## src/rtl/aes_pkg.sv

```systemverilog
// Types, constants and byte-level functions of the AES-128 block.
package aes_pkg;

   localparam int NUM_ROUNDS = 10;
   localparam int ROUND_W    = 4;

   typedef logic [ROUND_W-1:0] round_idx_type;

   typedef struct packed {
      logic        cmd;
      logic [63:0] block_high;
      logic [63:0] block_low;
   } aes_req_type;

   typedef struct packed {
      logic [63:0] result_high;
      logic [63:0] result_low;
   } aes_rsp_type;

   typedef struct packed {
      logic          start;
      round_idx_type rd_addr;
   } key_ctl_type;

   localparam logic CMD_ENCRYPT = 1'b0;
   localparam logic CMD_DECRYPT = 1'b1;

   localparam logic [3:0] ADDR_KEY_HIGH = 4'h0;
   localparam logic [3:0] ADDR_KEY_LOW  = 4'h8;

   localparam logic [7:0] RCON_FIRST = 8'h01;
   localparam logic [7:0] GF_POLY    = 8'h1b;

   localparam round_idx_type LAST_ROUND = round_idx_type'(NUM_ROUNDS);

   localparam logic [2047:0] FWD_SBOX = {
      128'h637c777bf26b6fc53001672bfed7ab76,
      128'hca82c97dfa5947f0add4a2af9ca472c0,
      128'hb7fd9326363ff7cc34a5e5f171d83115,
      128'h04c723c31896059a071280e2eb27b275,
      128'h09832c1a1b6e5aa0523bd6b329e32f84,
      128'h53d100ed20fcb15b6acbbe394a4c58cf,
      128'hd0efaafb434d338545f9027f503c9fa8,
      128'h51a3408f929d38f5bcb6da2110fff3d2,
      128'hcd0c13ec5f974417c4a77e3d645d1973,
      128'h60814fdc222a908846eeb814de5e0bdb,
      128'he0323a0a4906245cc2d3ac629195e479,
      128'he7c8376d8dd54ea96c56f4ea657aae08,
      128'hba78252e1ca6b4c6e8dd741f4bbd8b8a,
      128'h703eb5664803f60e613557b986c11d9e,
      128'he1f8981169d98e949b1e87e9ce5528df,
      128'h8ca1890dbfe6426841992d0fb054bb16
   };

   localparam logic [2047:0] INV_SBOX = {
      128'h52096ad53036a538bf40a39e81f3d7fb,
      128'h7ce339829b2fff87348e4344c4dee9cb,
      128'h547b9432a6c2233dee4c950b42fac34e,
      128'h082ea16628d924b2765ba2496d8bd125,
      128'h72f8f66486689816d4a45ccc5d65b692,
      128'h6c704850fdedb9da5e154657a78d9d84,
      128'h90d8ab008cbcd30af7e45805b8b34506,
      128'hd02c1e8fca3f0f02c1afbd0301138a6b,
      128'h3a9111414f67dcea97f2cfcef0b4e673,
      128'h96ac7422e7ad3585e2f937e81c75df6e,
      128'h47f11a711d29c5896fb7620eaa18be1b,
      128'hfc563e4bc6d279209adbc0fe78cd5af4,
      128'h1fdda8338807c731b11210592780ec5f,
      128'h60517fa919b54a0d2de57a9f93c99cef,
      128'ha0e03b4dae2af5b0c8ebbb3c83539961,
      128'h172b047eba77d626e169146355210c7d
   };

   function automatic logic [7:0] sbox(input logic [7:0] x);
      return FWD_SBOX[{~x, 3'b000} +: 8];
   endfunction

   function automatic logic [7:0] inv_sbox(input logic [7:0] x);
      return INV_SBOX[{~x, 3'b000} +: 8];
   endfunction

   function automatic logic [7:0] xtime(input logic [7:0] x);
      return {x[6:0], 1'b0} ^ (x[7] ? GF_POLY : 8'h00);
   endfunction

   function automatic logic [31:0] sub_word(input logic [31:0] w);
      return {sbox(w[31:24]), sbox(w[23:16]), sbox(w[15:8]), sbox(w[7:0])};
   endfunction

   function automatic logic [31:0] mix_col(input logic [31:0] w, input logic inv);
      logic [7:0]  a [4];
      logic [7:0]  m2, m4, m8;
      logic [7:0]  x1 [4];
      logic [7:0]  x2 [4];
      logic [7:0]  x3 [4];
      logic [7:0]  x9 [4];
      logic [7:0]  xb [4];
      logic [7:0]  xd [4];
      logic [7:0]  xe [4];
      logic [31:0] o;
      for (int r = 0; r < 4; r++) begin
         a[r]  = w[31-8*r -: 8];
         m2    = xtime(a[r]);
         m4    = xtime(m2);
         m8    = xtime(m4);
         x1[r] = a[r];
         x2[r] = m2;
         x3[r] = m2 ^ a[r];
         x9[r] = m8 ^ a[r];
         xb[r] = m8 ^ m2 ^ a[r];
         xd[r] = m8 ^ m4 ^ a[r];
         xe[r] = m8 ^ m4 ^ m2;
      end
      for (int r = 0; r < 4; r++) begin
         if (inv) begin
            o[31-8*r -: 8] = xe[r] ^ xb[(r+1)%4] ^ xd[(r+2)%4] ^ x9[(r+3)%4];
         end else begin
            o[31-8*r -: 8] = x2[r] ^ x3[(r+1)%4] ^ x1[(r+2)%4] ^ x1[(r+3)%4];
         end
      end
      return o;
   endfunction

   function automatic logic [127:0] sub_shift(input logic [127:0] s, input logic inv);
      logic [127:0] t;
      int           src;
      for (int k = 0; k < 16; k++) begin
         if (inv) begin
            src = (((k/4) + 4 - (k%4)) % 4) * 4 + (k%4);
            t[127-8*k -: 8] = inv_sbox(s[127-8*src -: 8]);
         end else begin
            src = (((k/4) + (k%4)) % 4) * 4 + (k%4);
            t[127-8*k -: 8] = sbox(s[127-8*src -: 8]);
         end
      end
      return t;
   endfunction

   function automatic logic [127:0] mix_all(input logic [127:0] s, input logic inv);
      logic [127:0] t;
      for (int c = 0; c < 4; c++) begin
         t[127-32*c -: 32] = mix_col(s[127-32*c -: 32], inv);
      end
      return t;
   endfunction

endpackage

```

## src/rtl/aes_key_sched.sv

```systemverilog
// Key expansion, one round key per cycle, into an eleven-row round key memory.
module aes_key_sched (
   input  logic                  clock,
   input  logic                  reset,
   input  logic [127:0]          key,
   input  aes_pkg::key_ctl_type  ctl,
   output logic                  busy,
   output logic [127:0]          rd_data
);

   logic [127:0]           mem [aes_pkg::NUM_ROUNDS+1];
   logic                   busy_ff;
   aes_pkg::round_idx_type row_ff, row_in;
   logic [7:0]             rcon_ff, rcon_in;
   logic [127:0]           prev_ff, prev_in;
   logic [127:0]           wdata;
   logic [127:0]           rd_data_ff;
   logic [31:0]            t, n0, n1, n2, n3;

   always_comb begin
      t  = aes_pkg::sub_word({prev_ff[23:0], prev_ff[31:24]}) ^ {rcon_ff, 24'h000000};
      n0 = prev_ff[127:96] ^ t;
      n1 = prev_ff[95:64] ^ n0;
      n2 = prev_ff[63:32] ^ n1;
      n3 = prev_ff[31:0] ^ n2;
      wdata   = (row_ff == '0) ? prev_ff : {n0, n1, n2, n3};
      prev_in = ctl.start ? key : wdata;
      rcon_in = ctl.start ? aes_pkg::RCON_FIRST :
                ((row_ff == '0) ? rcon_ff : aes_pkg::xtime(rcon_ff));
      row_in  = ctl.start ? '0 : row_ff + 1'b1;
   end

   always_ff @(posedge clock) begin
      if (reset) begin
         busy_ff <= 1'b0;
      end else if (ctl.start) begin
         busy_ff <= 1'b1;
      end else if (busy_ff && row_ff == aes_pkg::LAST_ROUND) begin
         busy_ff <= 1'b0;
      end
   end

   always_ff @(posedge clock) begin
      if (ctl.start || busy_ff) begin
         row_ff  <= row_in;
         rcon_ff <= rcon_in;
         prev_ff <= prev_in;
      end
      if (busy_ff && !ctl.start) begin
         mem[row_ff] <= wdata;
      end
      rd_data_ff <= mem[ctl.rd_addr];
   end

   assign busy    = busy_ff;
   assign rd_data = rd_data_ff;

endmodule

```

## config.mk

```make
export PLATFORM = sky130hd
export DESIGN_NAME = aes_key_sched
export DESIGN_NICKNAME = d
export VERILOG_FILES = /design/src/rtl/aes_pkg.sv /design/src/rtl/aes_key_sched.sv
export SDC_FILE = /design/constraint.sdc
export NUM_CORES = 2
export LEC_CHECK = 0
export ABC_CLOCK_PERIOD_IN_PS = 8850
export BUFFER_PORTS_ARGS = -buffer_cell sky130_fd_sc_hd__clkbuf_2
export CORE_MARGIN = 8
export CORE_UTILIZATION = 55
export CTS_CLUSTER_SIZE = 16
export DETAILED_ROUTE_END_ITERATION = 8
export PLACE_DENSITY = 0.71
export SYNTH_ARGS = -nofsm -noshare
export SYNTH_HDL_FRONTEND = slang
export SYNTH_SLANG_ARGS = --single-unit
```

## constraint.sdc

```tcl
create_clock -name clock -period 8.85 [get_ports clock]
set_clock_uncertainty 0.05 [all_clocks]
set_input_delay 1.77 -clock clock [delete_from_list [all_inputs] [get_ports clock]]
set_output_delay 1.77 -clock clock [all_outputs]
set_load 0.1 [all_outputs]
```

Word-level counts from Yosys, hierarchy flattened
Memories as Yosys holds them, arrays and structs flattened. A register that Yosys moved wholly into a read port is not among the register bits.
Cells that the tools add are included.

word-level totals
  memories = 1
  bits in writable memories = 1408
  input port bits = 135
  output and inout bits = 129
  register bits = 141

operators by class
  equality and inequality tests = 2
  add/sub/neg operators = 1
  bitwise logic cells = 10
  reduce and logical (&&, ||, !) cells = 7
  shifts and indexed selects = 4
  muxes and demuxes = 8

memories
  memory  words  bits a word  rd ports  clocked after Yosys merged registers in  wr ports  RTL line             source
  mem     11     128          1         1                                        1         aes_key_sched.sv:11  logic [127:0] mem [aes_pkg::NUM_ROUNDS+1];

operator list
  kind                          number
  $shiftx A2048 B12 Y8 const A  4
  $mux W128                     2
  $xor A32 B32 Y32              5
  $not A8 Y8                    4
  $mux W8                       1
  $xor A8 B5 Y8                 1
  $mux W5                       1
  $add A4 B1 Y4 const B         1
  $eq A4 B4 Y1 const B          1
  $logic_not A4 Y1              1
  $mux W1                       4
  $logic_and A1 B1 Y1           2
  $ne A2 B2 Y1 const B          1
  $reduce_and A2 Y1             1
  $reduce_bool A2 Y1            1
  $logic_not A1 Y1              1
  $logic_or A1 B1 Y1            1

Depth between registers and ports, before layout
  depth after elaboration = 9
  depth in mapped cells = 16
  mapped depth without buffers = 11

Least setup slack after synthesis
OpenSTA, ideal clock, no wires.

  path type = input to register
  from = in ctl[4] (netlist bit)
  to = mem mem[0][0], enable pin
  setup time = 0.617 ns
  data arrival time = 7.827 ns
  stages = 5
  slack = 0.356 ns
  cell sequence = inv_1 clkbuf_1 clkbuf_1 nand2_1 nor2_1

on the way
  word-level cells in the longest chain between the ends = 4

ends and longest elaborated chain
  item                           RTL line             source
  start: declaration             aes_key_sched.sv:6   input aes_pkg::key_ctl_type ctl,
  $logic_not A1 Y1               aes_key_sched.sv:49  if (busy_ff && !ctl.start) begin
  $logic_and A1 B1 Y1            aes_key_sched.sv:49
  $mux W1                        aes_key_sched.sv:49
  $mux W1 (not written as such)  aes_key_sched.sv:50  mem[row_ff] <= wdata;
  end: declaration               aes_key_sched.sv:11

No other way between the ends.

Final worst setup path
  from = reg prev_ff[16]
  to = reg prev_ff[62], data pin

on the way
  word-level cells in the longest chain between the ends = 8

ends and longest elaborated chain
  item                      RTL line             source
  start: declaration        aes_key_sched.sv:15  logic [127:0] prev_ff, prev_in;
  start signal: assignment  aes_key_sched.sv:47  prev_ff <= prev_in;
  $not A8 Y8                aes_pkg.sv:75        return FWD_SBOX[{~x, 3'b000} +: 8];
  $shiftx A2048 B12 Y8      aes_pkg.sv:75
  $xor A32 B32 Y32          aes_key_sched.sv:21  t = aes_pkg::sub_word({prev_ff[23:0], prev_ff[31:24]}) ^ {rcon_ff, 24'h000000};
  $xor A32 B32 Y32          aes_key_sched.sv:22  n0 = prev_ff[127:96] ^ t;
  $xor A32 B32 Y32          aes_key_sched.sv:23  n1 = prev_ff[95:64] ^ n0;
  $xor A32 B32 Y32          aes_key_sched.sv:24  n2 = prev_ff[63:32] ^ n1;
  $mux W128                 aes_key_sched.sv:26  wdata = (row_ff == '0) ? prev_ff : {n0, n1, n2, n3};
  named net wdata[62]       aes_key_sched.sv:16  logic [127:0] wdata;
  $mux W128                 aes_key_sched.sv:27  prev_in = ctl.start ? key : wdata;
  named net prev_in[62]     aes_key_sched.sv:15

The timed path passes the listed nets, and every way through them passes these cells.
A chain may end at the register's enable or synchronous reset.

==> flow_summary_export.csv <==
group,metric,value,unit
status,status,"finished, final reports clean",
critical_path,cp_cell_sequence,"buf_4 > clkinv_1 > ha_1 > nor2_1 > or3_1 > a21oi_1 > o41ai_1 > o22ai_2 > xnor3_1 > o21ai_1 > mux2_2",
job,cap_violations,0,
sta,tightest_slew,1.30,ns
global_route,grt_pass1_wl,351000,um
detailed_routing,viasPerCell,6.88,
sta,min_period,6.01,ns
critical_path,crit_path_max_fanout,31,
floorplanning,dieArea,158000,um^2
synth,synth_area_per_cell,15.2,um^2
critical_path,worst_path_largest_cell_delay,0.90,ns
synth,synth.distinct_cells,97,
clock_network,clk_path_buf_depth,3,
synth,synth_top_area_cell,"edfxtp_1",
critical_path,worst_ep_arrival_time,6.62,ns
synth,yosys_warnings,0,
synth,ys_seq_area_frac,0.614,
placed_design,dp_hpwl,150000,um
detailed_routing,wl_met3,29500,um
global_route,grt_max_degree,142,
floorplanning,ioPinCount,264,
critical_path,crit_type,"flip-flop to flip-flop",
sta,finalHoldViolCount,0,
synth,synth.cell_area,79900,um^2
sta,setup_violations,0,
sta,fmax,0.166,GHz
synth,syn_inst,5266,
floorplanning,start_util,0.552,
clock_network,clk_latency,0.80,ns
placed_design,gp_congestion,1.02,
detailed_routing,routedWlPerCell,32.7,um
clock_network,htreeDepth,4,
detailed_routing,drc,0,
synth,syn_nets,5465,
floorplanning,core,145000,um^2
critical_path,required,9.46,ns
min_path,hold_path.class,"flip-flop to flip-flop",
sta,fin_ws,2.84,ns
sta,finalCritPeriodShare,0.679,
detailed_routing,drtAntennaViolNets,0,
floorplanning,num_rows,140,
synth,synth_commonest_cells,"1548 x edfxtp_1, 440 x mux4_2, 260 x clkbuf_1, 257 x nand2_1, 251 x mux2_2",
global_route,antenna_found_initial,13,
cells_and_area,design_area,88400,um^2
clock_network,cts-resized-gates,0,
detailed_routing,topRoutingLayerUsed,"met5",
clock_network,root_buffer,"clkbuf_16",
critical_path,critPathCaptureType,"flip-flop",
synth,ys_ff_latch,1677,
cells_and_area,drive_gt1_frac,0.255,
clock_network,cts_tree,"built",
placed_design,place_area,83100,um^2
critical_path,path_buf_inv,2,
synth,synth_top_area_share,0.582,
clock_network,cts_made_buffers,166,
critical_path,cp_top_family,"compound AO/OA/AOI/OAI gates",
global_route,grt.total_usage,0.302,
sta,setup_tns,0,ns
clock_network,postCtsHoldBufs,0,
sta,final_max_slew_viol_count,0,
critical_path,crit_path_start_kind,"flip-flop",
detailed_routing,wl_met2,110000,um
cells_and_area,fin_util,0.610,
global_route,overflow,0,
detailed_routing,drtIter0Drc,8219,
detailed_routing,drtPass1Iterations,6,
synth,synth-edff-count,1548,
sta,rsz0062_at_grt,"false",
placed_design,pre_cts_ws,3.04,ns
critical_path,crit_slowest_cell,"o21ai_1",
global_route,grt_pass1_vias,49900,
clock_network,path_clk_slew,0.06,ns
sta,slew-limit-headroom,0.124,
floorplanning,die_w,397,um
detailed_routing,vias,51100,
floorplanning,die_h,397,um
placed_design,port_buffers,263,
cells_and_area,area_growth,10.6,%
clock_network,clkSinkCount,1677,
clock_network,post_cts_buffers,0,
synth,synthArstFlopShare,0,
detailed_routing,wl,243000,um
synth,synth_area_leaders,"edfxtp_1 58%, mux4_2 12%, mux2_2 3.5%",
cells_and_area,nets,5564,
detailed_routing,wl_met1,93400,um
synth,synth_top_flop_cell,"edfxtp_1",
synth,yosysMostFrequentCell,"edfxtp_1",
-- final timing paths --
kind                              startpoint           end  slack [ns]  cells past startpoint
worst min register to register  mem[10][109]  rd_data[109]        0.50                      1
worst max register to register   prev_ff[16]   prev_ff[62]        2.84                     11
worst max-delay path             prev_ff[16]   prev_ff[62]        2.84                     11
worst min-delay path            mem[10][109]  rd_data[109]        0.50                      1
-- cells in the final DEF, fill, tap and decap left out, types with 29 or more instances in the layout --
cell          n
edfxtp_1   1548
mux4_2      440
clkbuf_2    259
nand2_1     256
mux2_2      251
nor2_1      186
a21oi_1     174
clkbuf_16   170
o21ai_0     155
xnor2_1     144
dfxtp_1     129
buf_4       112
nand2b_1    107
nor2b_1      94
nor3_1       88
nand3_1      83
clkbuf_1     67
ha_1         64
mux2i_1      63
a31oi_1      60
o211ai_1     51
xor2_1       51
a211oi_1     40
inv_1        39
o311ai_0     36
and2_1       34
a311oi_1     34
o21ai_1      29
-- per-layer routing --
metal | up-vias | global-route usage
met5 | - | 0
met4 | 6 | 0.110
met3 | 547 | 0.0777
met2 | 3420 | 0.459
met1 | 25900 | 0.424
li1 | 21200 | -
-- worst register-to-register path: stages, from the launching register on --
cell	delay (ns)
edfxtp_1	0.32
buf_4	0.35
clkinv_1	0.43
ha_1	0.74
nor2_1	0.77
or3_1	0.29
a21oi_1	0.08
o41ai_1	0.85
o22ai_2	0.30
xnor3_1	0.52
o21ai_1	0.90
mux2_2	0.32
-- sequential cells by signal (all words and copies together) (netlist names) --
signal   cells
rcon_ff      8
busy         1
prev_ff    128
mem       1408
row_ff       4
rd_data    128
-- cells by family after synthesis --
kind of cell | Yosys count | synth area share
buffers and inverters | 513 | 0.0266
XOR/XNOR | 231 | 0.0278
adder cells (fa/ha/maj) | 64 | 0.0100
multiplexers | 756 | 0.168
AO/OA/AOI/OAI | 959 | 0.0851
flip-flops | 1677 | 0.614
AND/OR/NAND/NOR | 1066 | 0.0688
-- final cells by class --
class / count / area, um^2
Inverter: 55 / 211
Tap cell: 1917 / 2400
Fill cell: 10500 / 56500
Sequential cell: 1677 / 49100
Multi-Input combinational cell: 3076 / 28900
Timing Repair Buffer: 389 / 2470
Clock buffer: 261 / 4840
Antenna cell: 6 / 15.0
Clock inverter: 44 / 462
-- per-stage QoR --
| step | hold WS [ns] | cells |
|---|---|---|
| after floorplan | 0.483 | 5266 |
| after detailed placement | 0.491 | 7114 |
| after global routing | 0.520 | 7424 |
| final | 0.501 | 7425 |
| after global placement | 0.489 | 7114 |
| after CTS | 0.505 | 7419 |
Power is left out: the tool's default activity adds up to more than one toggle a clock period on the data nets, which glitch-free logic cannot reach.
